<file path="src/rtl/kmsf_pkg.sv">
// Shared types and constants for the keyword mask stream filter.
// Used by every module of the block; depends on nothing.
`default_nettype none

package kmsf_pkg;

   // configuration port
   localparam int CSR_INDEX_BITS = 3;
   localparam int CSR_DATA_BITS  = 48;

   typedef logic [CSR_INDEX_BITS-1:0] csr_index_type;
   typedef logic [CSR_DATA_BITS-1:0]  csr_data_type;

   localparam csr_index_type REG_BANNED_WORD_A = 3'd0;
   localparam csr_index_type REG_BANNED_WORD_B = 3'd1;
   localparam csr_index_type REG_BANNED_WORD_C = 3'd2;
   localparam csr_index_type REG_WORD_ENABLE   = 3'd3;
   localparam csr_index_type REG_MASK_CHAR     = 3'd4;

   localparam logic [7:0] MASK_CHAR_RESET = 8'd42;

   typedef struct packed {
      logic [47:0] banned_word_a;
      logic [47:0] banned_word_b;
      logic [47:0] banned_word_c;
      logic [2:0]  word_enable;
      logic [7:0]  mask_char;
   } cfg_type;

   typedef struct packed {
      logic [7:0] text_byte;
      logic       end_of_message;
   } req_type;

   typedef struct packed {
      logic [7:0] filtered_byte;
      logic       last_of_message;
   } rsp_type;

endpackage

`default_nettype wire

</file>
<file path="src/rtl/keyword_mask_stream_filter.sv">
// Keyword mask stream filter: takes message text one byte per beat, holds back
// the last WORD_BYTES-1 bytes and compares the newest WORD_BYTES-byte window with
// three banned words (each with an enable bit). A matching window is dropped and
// MASK_LEN copies of the mask character are sent instead; a byte pushed out of the
// window is released as is, and end_of_message flushes all held bytes and marks
// the final beat with last_of_message. Rate: plain text flows at one byte per
// cycle while rsp_ready is high. A match sends MASK_LEN beats and a flush up to
// WORD_BYTES beats, which the result register sends one beat per cycle while
// rsp_ready is high; a byte arriving meanwhile waits in the input register.
// Configuration writes belong to idle periods. Depends on kmsf_pkg, kmsf_word_match
// and kmsf_result_list.
`default_nettype none

module keyword_mask_stream_filter #(
   parameter int WORD_BYTES = 6,
   parameter int MASK_LEN   = 3
) (
   input  wire logic                    clock,
   input  wire logic                    reset,
   input  wire logic                    req_valid,
   output logic                         req_ready,
   input  wire kmsf_pkg::req_type       req_data,
   output logic                         rsp_valid,
   input  wire logic                    rsp_ready,
   output kmsf_pkg::rsp_type            rsp_data,
   input  wire logic                    csr_write_enable,
   input  wire kmsf_pkg::csr_index_type csr_index,
   input  wire kmsf_pkg::csr_data_type  csr_data
);

   localparam int HOLD       = WORD_BYTES - 1;
   localparam int CNT_BITS   = $clog2(WORD_BYTES);
   localparam int RES_DEPTH  = (WORD_BYTES > MASK_LEN) ? WORD_BYTES : MASK_LEN;
   localparam int LIST_BITS  = $clog2(RES_DEPTH + 1);

   // configuration registers
   kmsf_pkg::cfg_type cfg_ff;

   always_ff @(posedge clock) begin
      if (reset) begin
         cfg_ff.banned_word_a <= '0;
         cfg_ff.banned_word_b <= '0;
         cfg_ff.banned_word_c <= '0;
         cfg_ff.word_enable   <= '0;
         cfg_ff.mask_char     <= kmsf_pkg::MASK_CHAR_RESET;
      end else if (csr_write_enable) begin
         case (csr_index)
            kmsf_pkg::REG_BANNED_WORD_A: cfg_ff.banned_word_a <= csr_data;
            kmsf_pkg::REG_BANNED_WORD_B: cfg_ff.banned_word_b <= csr_data;
            kmsf_pkg::REG_BANNED_WORD_C: cfg_ff.banned_word_c <= csr_data;
            kmsf_pkg::REG_WORD_ENABLE:   cfg_ff.word_enable   <= csr_data[2:0];
            kmsf_pkg::REG_MASK_CHAR:     cfg_ff.mask_char     <= csr_data[7:0];
            default: ;
         endcase
      end
   end

   // input register
   logic              in_valid_ff;
   kmsf_pkg::req_type in_data_ff;
   logic              can_load;
   logic              process;

   assign process   = in_valid_ff && can_load;
   assign req_ready = !in_valid_ff || can_load;

   always_ff @(posedge clock) begin
      if (reset) begin
         in_valid_ff <= 1'b0;
      end else if (req_valid && req_ready) begin
         in_valid_ff <= 1'b1;
      end else if (process) begin
         in_valid_ff <= 1'b0;
      end
   end

   always_ff @(posedge clock) begin
      if (req_valid && req_ready) begin
         in_data_ff <= req_data;
      end
   end

   // held bytes, oldest first
   logic [7:0]          held_ff [HOLD];
   logic [7:0]          held_in [HOLD];
   logic [CNT_BITS-1:0] held_count_ff;
   logic [CNT_BITS-1:0] held_count_in;

   logic                    full;
   logic                    hit;
   logic                    eom;
   logic [7:0]              new_byte;
   logic [WORD_BYTES*8-1:0] window;
   logic [7:0]              src [RES_DEPTH];

   assign new_byte = in_data_ff.text_byte;
   assign eom      = in_data_ff.end_of_message;
   assign full     = (held_count_ff == CNT_BITS'(HOLD));

   for (genvar j = 0; j < HOLD; j++) begin : g_window
      assign window[(WORD_BYTES-1-j)*8 +: 8] = held_ff[j];
   end
   assign window[7:0] = new_byte;

   // held bytes followed by the new byte
   for (genvar j = 0; j < RES_DEPTH; j++) begin : g_src
      if (j < HOLD) begin : g_held
         assign src[j] = (CNT_BITS'(j) < held_count_ff) ? held_ff[j] : new_byte;
      end else begin : g_new
         assign src[j] = new_byte;
      end
   end

   logic match;

   kmsf_word_match #(
      .WORD_BYTES (WORD_BYTES)
   ) u_match (
      .window (window),
      .cfg    (cfg_ff),
      .hit    (match)
   );

   assign hit = full && match;

   // result beats for this item
   kmsf_pkg::rsp_type       res_entries [RES_DEPTH];
   logic [LIST_BITS-1:0]    res_count;

   always_comb begin
      for (int i = 0; i < RES_DEPTH; i++) begin
         if (hit) begin
            res_entries[i].filtered_byte   = cfg_ff.mask_char;
            res_entries[i].last_of_message = eom && (i == MASK_LEN - 1);
         end else begin
            res_entries[i].filtered_byte   = src[i];
            res_entries[i].last_of_message = eom && (LIST_BITS'(i) == LIST_BITS'(held_count_ff));
         end
      end
      if (hit) begin
         res_count = LIST_BITS'(MASK_LEN);
      end else if (eom) begin
         res_count = LIST_BITS'(held_count_ff) + LIST_BITS'(1);
      end else if (full) begin
         res_count = LIST_BITS'(1);
      end else begin
         res_count = '0;
      end
   end

   always_comb begin
      held_in       = held_ff;
      held_count_in = held_count_ff;
      if (process) begin
         if (hit || eom) begin
            held_count_in = '0;
         end else if (full) begin
            // release the oldest byte and advance the window
            for (int i = 0; i < HOLD - 1; i++) begin
               held_in[i] = held_ff[i+1];
            end
            held_in[HOLD-1] = new_byte;
         end else begin
            for (int i = 0; i < HOLD; i++) begin
               if (CNT_BITS'(i) == held_count_ff) begin
                  held_in[i] = new_byte;
               end
            end
            held_count_in = held_count_ff + CNT_BITS'(1);
         end
      end
   end

   always_ff @(posedge clock) begin
      if (reset) begin
         held_count_ff <= '0;
      end else begin
         held_count_ff <= held_count_in;
      end
   end

   always_ff @(posedge clock) begin
      held_ff <= held_in;
   end

   kmsf_result_list #(
      .DEPTH (RES_DEPTH)
   ) u_results (
      .clock        (clock),
      .reset        (reset),
      .load         (process),
      .load_count   (res_count),
      .load_entries (res_entries),
      .can_load     (can_load),
      .rsp_valid    (rsp_valid),
      .rsp_ready    (rsp_ready),
      .rsp_data     (rsp_data)
   );

endmodule

`default_nettype wire

</file>
<file path="src/rtl/kmsf_word_match.sv">
// Compares the current byte window against the three banned words.
// Depends on kmsf_pkg (cfg_type).
`default_nettype none

module kmsf_word_match #(
   parameter int WORD_BYTES = 6
) (
   input  wire logic [WORD_BYTES*8-1:0] window,
   input  wire kmsf_pkg::cfg_type       cfg,
   output logic                         hit
);

   localparam int WIN_BITS = WORD_BYTES * 8;

   logic [63:0] word_a_ext;
   logic [63:0] word_b_ext;
   logic [63:0] word_c_ext;

   // zero-extend so window bytes above the register must be zero
   assign word_a_ext = {16'd0, cfg.banned_word_a};
   assign word_b_ext = {16'd0, cfg.banned_word_b};
   assign word_c_ext = {16'd0, cfg.banned_word_c};

   assign hit = (cfg.word_enable[0] && (window == word_a_ext[WIN_BITS-1:0]))
             || (cfg.word_enable[1] && (window == word_b_ext[WIN_BITS-1:0]))
             || (cfg.word_enable[2] && (window == word_c_ext[WIN_BITS-1:0]));

endmodule

`default_nettype wire

</file>
<file path="src/rtl/kmsf_result_list.sv">
// Result register: holds the beats produced by one item and sends them in order.
// Depends on kmsf_pkg (rsp_type).
`default_nettype none

module kmsf_result_list #(
   parameter int DEPTH = 6
) (
   input  wire logic                       clock,
   input  wire logic                       reset,
   input  wire logic                       load,
   input  wire logic [$clog2(DEPTH+1)-1:0] load_count,
   input  wire kmsf_pkg::rsp_type          load_entries [DEPTH],
   output logic                            can_load,
   output logic                            rsp_valid,
   input  wire logic                       rsp_ready,
   output kmsf_pkg::rsp_type               rsp_data
);

   localparam int COUNT_BITS = $clog2(DEPTH+1);

   kmsf_pkg::rsp_type       entry_ff [DEPTH];
   kmsf_pkg::rsp_type       entry_in [DEPTH];
   logic [COUNT_BITS-1:0]   count_ff;
   logic [COUNT_BITS-1:0]   count_in;
   logic                    pop;

   assign rsp_valid = (count_ff != '0);
   assign rsp_data  = entry_ff[0];
   assign pop       = rsp_valid && rsp_ready;
   // room for a new item when empty or once the last pending beat leaves this cycle
   assign can_load  = (count_ff == '0) || ((count_ff == COUNT_BITS'(1)) && rsp_ready);

   always_comb begin
      entry_in = entry_ff;
      count_in = count_ff;
      if (load) begin
         entry_in = load_entries;
         count_in = load_count;
      end else if (pop) begin
         for (int i = 0; i < DEPTH - 1; i++) begin
            entry_in[i] = entry_ff[i+1];
         end
         count_in = count_ff - COUNT_BITS'(1);
      end
   end

   always_ff @(posedge clock) begin
      if (reset) begin
         count_ff <= '0;
      end else begin
         count_ff <= count_in;
      end
   end

   always_ff @(posedge clock) begin
      entry_ff <= entry_in;
   end

endmodule

`default_nettype wire
</file>
<file path="config.mk">
export PLATFORM = sky130hd
export DESIGN_NAME = keyword_mask_stream_filter
export DESIGN_NICKNAME = d
export VERILOG_FILES = /design/src/rtl/kmsf_pkg.sv /design/src/rtl/keyword_mask_stream_filter.sv /design/src/rtl/kmsf_word_match.sv /design/src/rtl/kmsf_result_list.sv
export SDC_FILE = /design/constraint.sdc
export NUM_CORES = 1
export LEC_CHECK = 0
export ABC_AREA = 0
export BUFFER_PORTS_ARGS = -buffer_cell sky130_fd_sc_hd__buf_2
export CAP_MARGIN = 25
export CORE_UTILIZATION = 50
export DETAILED_ROUTE_END_ITERATION = 10
export PLACE_DENSITY = 0.66
export SETUP_SLACK_MARGIN = 0.5
export SLEW_MARGIN = 20
export SYNTH_ARGS = -nofsm -noshare
export SYNTH_HDL_FRONTEND = slang
export SYNTH_SLANG_ARGS = --single-unit
</file>
<file path="constraint.sdc">
create_clock -name clock -period 5.5 [get_ports clock]
set_input_delay 1.1 -clock clock [delete_from_list [all_inputs] [get_ports clock]]
set_output_delay 1.1 -clock clock [all_outputs]
set_load 0.01 [all_outputs]
</file>
; ---- After elaboration in Yosys (flattened, before gate mapping)
; Index checks and enable logic that the tools add are counted.
[totals]
regBits = 265
in_bits = 65
out_inout_bits = 11
elab_cells = 120
[op_classes]
n_addsub = 2
magnitude_cmp = 5
n_eq_ne = 15
mux = 28
bitwise_logic = 1
n_reduce_logical = 42
[ops]
columns = op, n
row1 = equality test 48 bit, 3
row2 = 2-to-1 mux 45 bit, 2
row3 = 2-to-1 mux 8 bit, 10
row4 = 2-to-1 mux 9 bit, 6
row5 = 2-to-1 mux 40 bit, 1
row6 = 2-to-1 mux 3 bit, 6
row7 = AND reduction 3 bit, 5
row8 = logical AND 1 bit, 14
row9 = nonzero test 2 bit, 7
row10 = AND reduction 2 bit, 6
row11 = zero test 3 bit, 3
row12 = equality test 2 x 3 -> 1 bit (first input constant), 2
row13 = equality test 3 x 1 -> 1 bit (second input constant), 2
row14 = equality test 3 x 2 -> 1 bit (second input constant), 2
row15 = equality test 3 bit (first input constant), 2
row16 = equality test 3 bit (second input constant), 2
row17 = < comparator 1 x 3 -> 1 bit (first input constant), 2
row18 = < comparator 2 x 3 -> 1 bit (first input constant), 2
row19 = logical OR 1 bit, 5
row20 = adder 3 x 1 -> 3 bit (second input constant), 1
row21 = equality test 1 x 3 -> 1 bit (first input constant), 1
row22 = < comparator 3 bit (first input constant), 1
row23 = 2-to-1 mux 1 bit, 3
row24 = nonzero test 3 bit, 1
row25 = 4 further kinds, 4

; ---- Longest topological paths before layout
[logic_depth]
depth_word = 8
mapped_depth = 11
depth_no_buf = 10

; ---- By module
; A second synthesis with hierarchy kept.
[unflattened]
hier_cells = 1337
area_unflattened_um2 = 12359.4
[modules_own_cells]
columns = module, n_inst, cells_each, area_per_inst_um2, seq_area_each_um2
row1 = keyword_mask_stream_filter, 1, 996, 8298.0, 4654.5
row2 = kmsf_result_list, 1, 140, 2462.4, 1681.6
row3 = kmsf_word_match, 1, 201, 1599.0, 0.0

; ---- Least setup slack after synthesis
; OpenSTA, ideal clock, no wires.
[synth_timing]
kind = input to register
startpoint = input rsp_ready
endpoint = register held_ff[0] (netlist bit), enable pin
setup_ns = 0.385
arrival_ns = 2.591
t_required_ns = 5.115
setup_slack_ns = 2.524
stages = 7
path_buffers = 1
cell_sequence = a21oi_1 nor2_1 nand2_1 inv_1 clkbuf_1 nand2_1 nor3b_1
[synth_via]
elab_chain_cells = 4
[synth_lines]
columns = element, line
row1 = "start, declared", keyword_mask_stream_filter.sv:24  ; input wire logic rsp_ready,
row2 = logical AND 1 bit, kmsf_result_list.sv:31  ; assign can_load = (count_ff == '0) || ((count_ff == COUNT_BITS'(1)) && rsp_ready);
row3 = logical OR 1 bit, kmsf_result_list.sv:31
row4 = logical AND 1 bit, keyword_mask_stream_filter.sv:64  ; assign process = in_valid_ff && can_load;
row5 = AND reduction 3 bit (no line), --
row6 = "end signal, assigned", keyword_mask_stream_filter.sv:183  ; held_ff <= held_in;
row7 = "end, declared", keyword_mask_stream_filter.sv:84  ; logic [7:0] held_ff [HOLD];
; Every way passes these cells.
; A chain may end at the register's enable or synchronous reset.

==> metrics.cfg <==
[timing]
maxSlewViolCount=0
worst_pin_slew_ps=1040
final_hold_viol_count=0
setup_viol=0
rsz0062_at_grt=no
maxSlewHeadroom_pct=30.2
fin_crit_ps=3560
finalClockSkew_ps=20.7
period_share_pct=64.8
setup-tns-final_ps=0
fmax_mhz=281

[setup_path]
worst_setup_path_end_kind=register
path_common_cell=nand2b_1
path_max_fanout=15
worstSetupStartpoint=new_byte[5]
cp-start-kind=register
r2r_setup_slack_ps=1940
r2r_start=new_byte[5]
cp.required_ps=5810
cp_cell_sequence=nand2b_1, nand4_1, or4_1, nor4_1, a211oi_2, buf_4, nand2b_1, mux2_4
crit_path_top_delay_cell=edfxtp_1
critPathArrivalTime_ps=3870
crit_type=reg -> reg
max_stage_delay_ps=710

[global_route]
grt_max_degree=91
gr-total-overflow=0
grt.total_usage_pct=32.4
grt_pass1_vias=10200
grt_pass1_wl_um=63300
antenna_found_initial=0

[placed_design]
place_hpwl_um=30900
place.gp.congestion=1.04
io_buffer_count=75

[synthesis]
synth_simple_gate_area_share_pct=21.5
synth_seq_cells=265
synthMuxAreaShare_pct=3.89
netlist_instances=1470
yosys.area.top_type_share_pct=25.3
syn_nets=1542
syn_avg_cell_area_um2=8.74
ys_warn_count=0
synth_area_leader_cell=dfxtp_1
async_reset_ff_share_pct=0
synth_adder_area_share_pct=0.682
synthXorXnorAreaFrac_pct=9.27
ys_types=56
synth-main-ff-cell=dfxtp_1
synth-edff-count=103
synth_seq_area_share_pct=49.3
syn_area_um2=12800
synth-compound-area-share_pct=11.4
synth_top_family_by_area=simple AND/OR/NAND/NOR gates
synth_area_leaders=dfxtp_1 25%, edfxtp_1 24%, nand2_1 13%

[detailed_routing]
dr.pass1.iters=5
wl_um=42400
drtIter0Drc=1326
ant_nets=0
num_vias=10900
routedWlPerCell_um=23.1
routed_via_density=5.96
drc=0

[clock_tree]
post-cts-setup-buffer-count=0
clock_sinks=265
clock_latency_ps=560
cts_buffer_depth=3
cts_resized=0
cts_made_buffers=28
cts_root_buffer=clkbuf_16
tritoncts=done
path_clk_slew_ps=60
h-tree-depth=1
ctsHoldBuffers=0

[power_and_ir_drop]
p_leak_nw=5.20
vdd_ir_drop_max_mv=0.379
power_w=0.00530
power_density_nw_per_um2=371

[worst_hold_path]
hold_start=cfg_ff[59]
hold_path_class=reg -> reg

[cells_and_area]
n_antenna_cell=0
syn2layout_area_growth_pct=11.3
fin_nets=1556
fillers=2271
layout_commonest_cell=nand2_1
multi_input_area_um2=6010
final_layout_size_suffix_gt1_share_pct=10.8
seq_area_um2=6340
final_cell_mix=445 x nand2_1, 162 x a21oi_1, 162 x dfxtp_1

[floorplan]
die_area_um2=26300
rows=58
placeableCoreArea_um2=25200
die_x_um=162
start_util_pct=51.0
die_y_um=162
ios=76

[run_status]
status=finished, final reports clean

[run]
drv_cap=0

[per-stage QoR]
stage	cell area [um^2]	hold WS [ps]	util, %	instances	setup WS [ps]
final	14300	466	56.7	1836	1940
after global placement	13300	454	52.6	1777	1500
after CTS	14200	468	56.4	1832	2020
after floorplan	12800	421	-	1470	2520
after global routing	14300	489	56.7	1836	1830
after detailed placement	13300	460	52.8	1780	1890
[routing by layer]
layer / GRT usage [%] / vias to the layer above / routed length (um)
met4: 10.0 / 0 / 1400
met5: 0 / - / 0
met3: 5.46 / 90 / 3900
met2: 48.3 / 578 / 18400
li1: - / 5058 / -
met1: 47.6 / 5222 / 18700
[cells in the mapped netlist (all sizes together) (5+ instances only)]
master    n
nand3b    7
edfxtp  103
buf      27
o211ai    7
inv      12
clkbuf   81
a21oi   162
o21ai    73
ha        7
mux2i    30
nand2   445
nor2     15
nand4    33
dfxtp   162
o22ai     9
nor4     36
xor2     76
mux2     15
xnor2    60
nor3     14
nand2b   23
o31ai     5
nand3    28
[final cells by class]
| cell class | count | area share (%) |
|---|---|---|
| sequential | 265 | 44.3 |
| multi-input combinational | 1085 | 42.1 |
| clock buffer | 36 | 5.40 |
| timing repair buffer | 92 | 3.97 |
| tap | 330 | 2.89 |
| clock inverter | 16 | 0.998 |
| inverter | 12 | 0.315 |
[registers in the layout, indices dropped and copies added, names as in the netlist]
register / flops
held_count_ff: 3
u_results.rsp_data: 9
u_results.count_ff: 3
new_byte: 8
eom: 1
in_valid_ff: 1
u_results.entry_ff: 45
cfg_ff: 155
held_ff: 40
[path summary, 6_finish.rpt]
kind                                end  cells after the start
setup / recovery  u_results.entry_ff[3]                      8
hold / removal               cfg_ff[59]                      2
setup reg to reg  u_results.entry_ff[3]                      8
hold reg to reg              cfg_ff[59]                      2
[report_power, final]
group / total, W / internal [W] / switching (W)
sequential: 0.00252 / 0.00239 / 0.000137
combinational: 0.000890 / 0.000307 / 0.000584
clock: 0.00189 / 0.00108 / 0.000803
total: 0.00530 / 0.00378 / 0.00152
[critical path: cells and delay by family (launching register included)]
kind	cells	cell delay [ps]
and+or+nand+nor	5	1740
DFF	1	710
muxes	1	430
buffers and inverters	1	240
AOI/OAI and AO/OA	1	170
[cell families after synthesis]
family | Yosys count
buffers and inverters | 120
xor gates and xnor gates | 136
and+or+nand+nor | 625
AOI/OAI and AO/OA | 272
DFF | 265
muxes | 45
adders and majority gates | 7
Power figures use the tool's default switching activity.
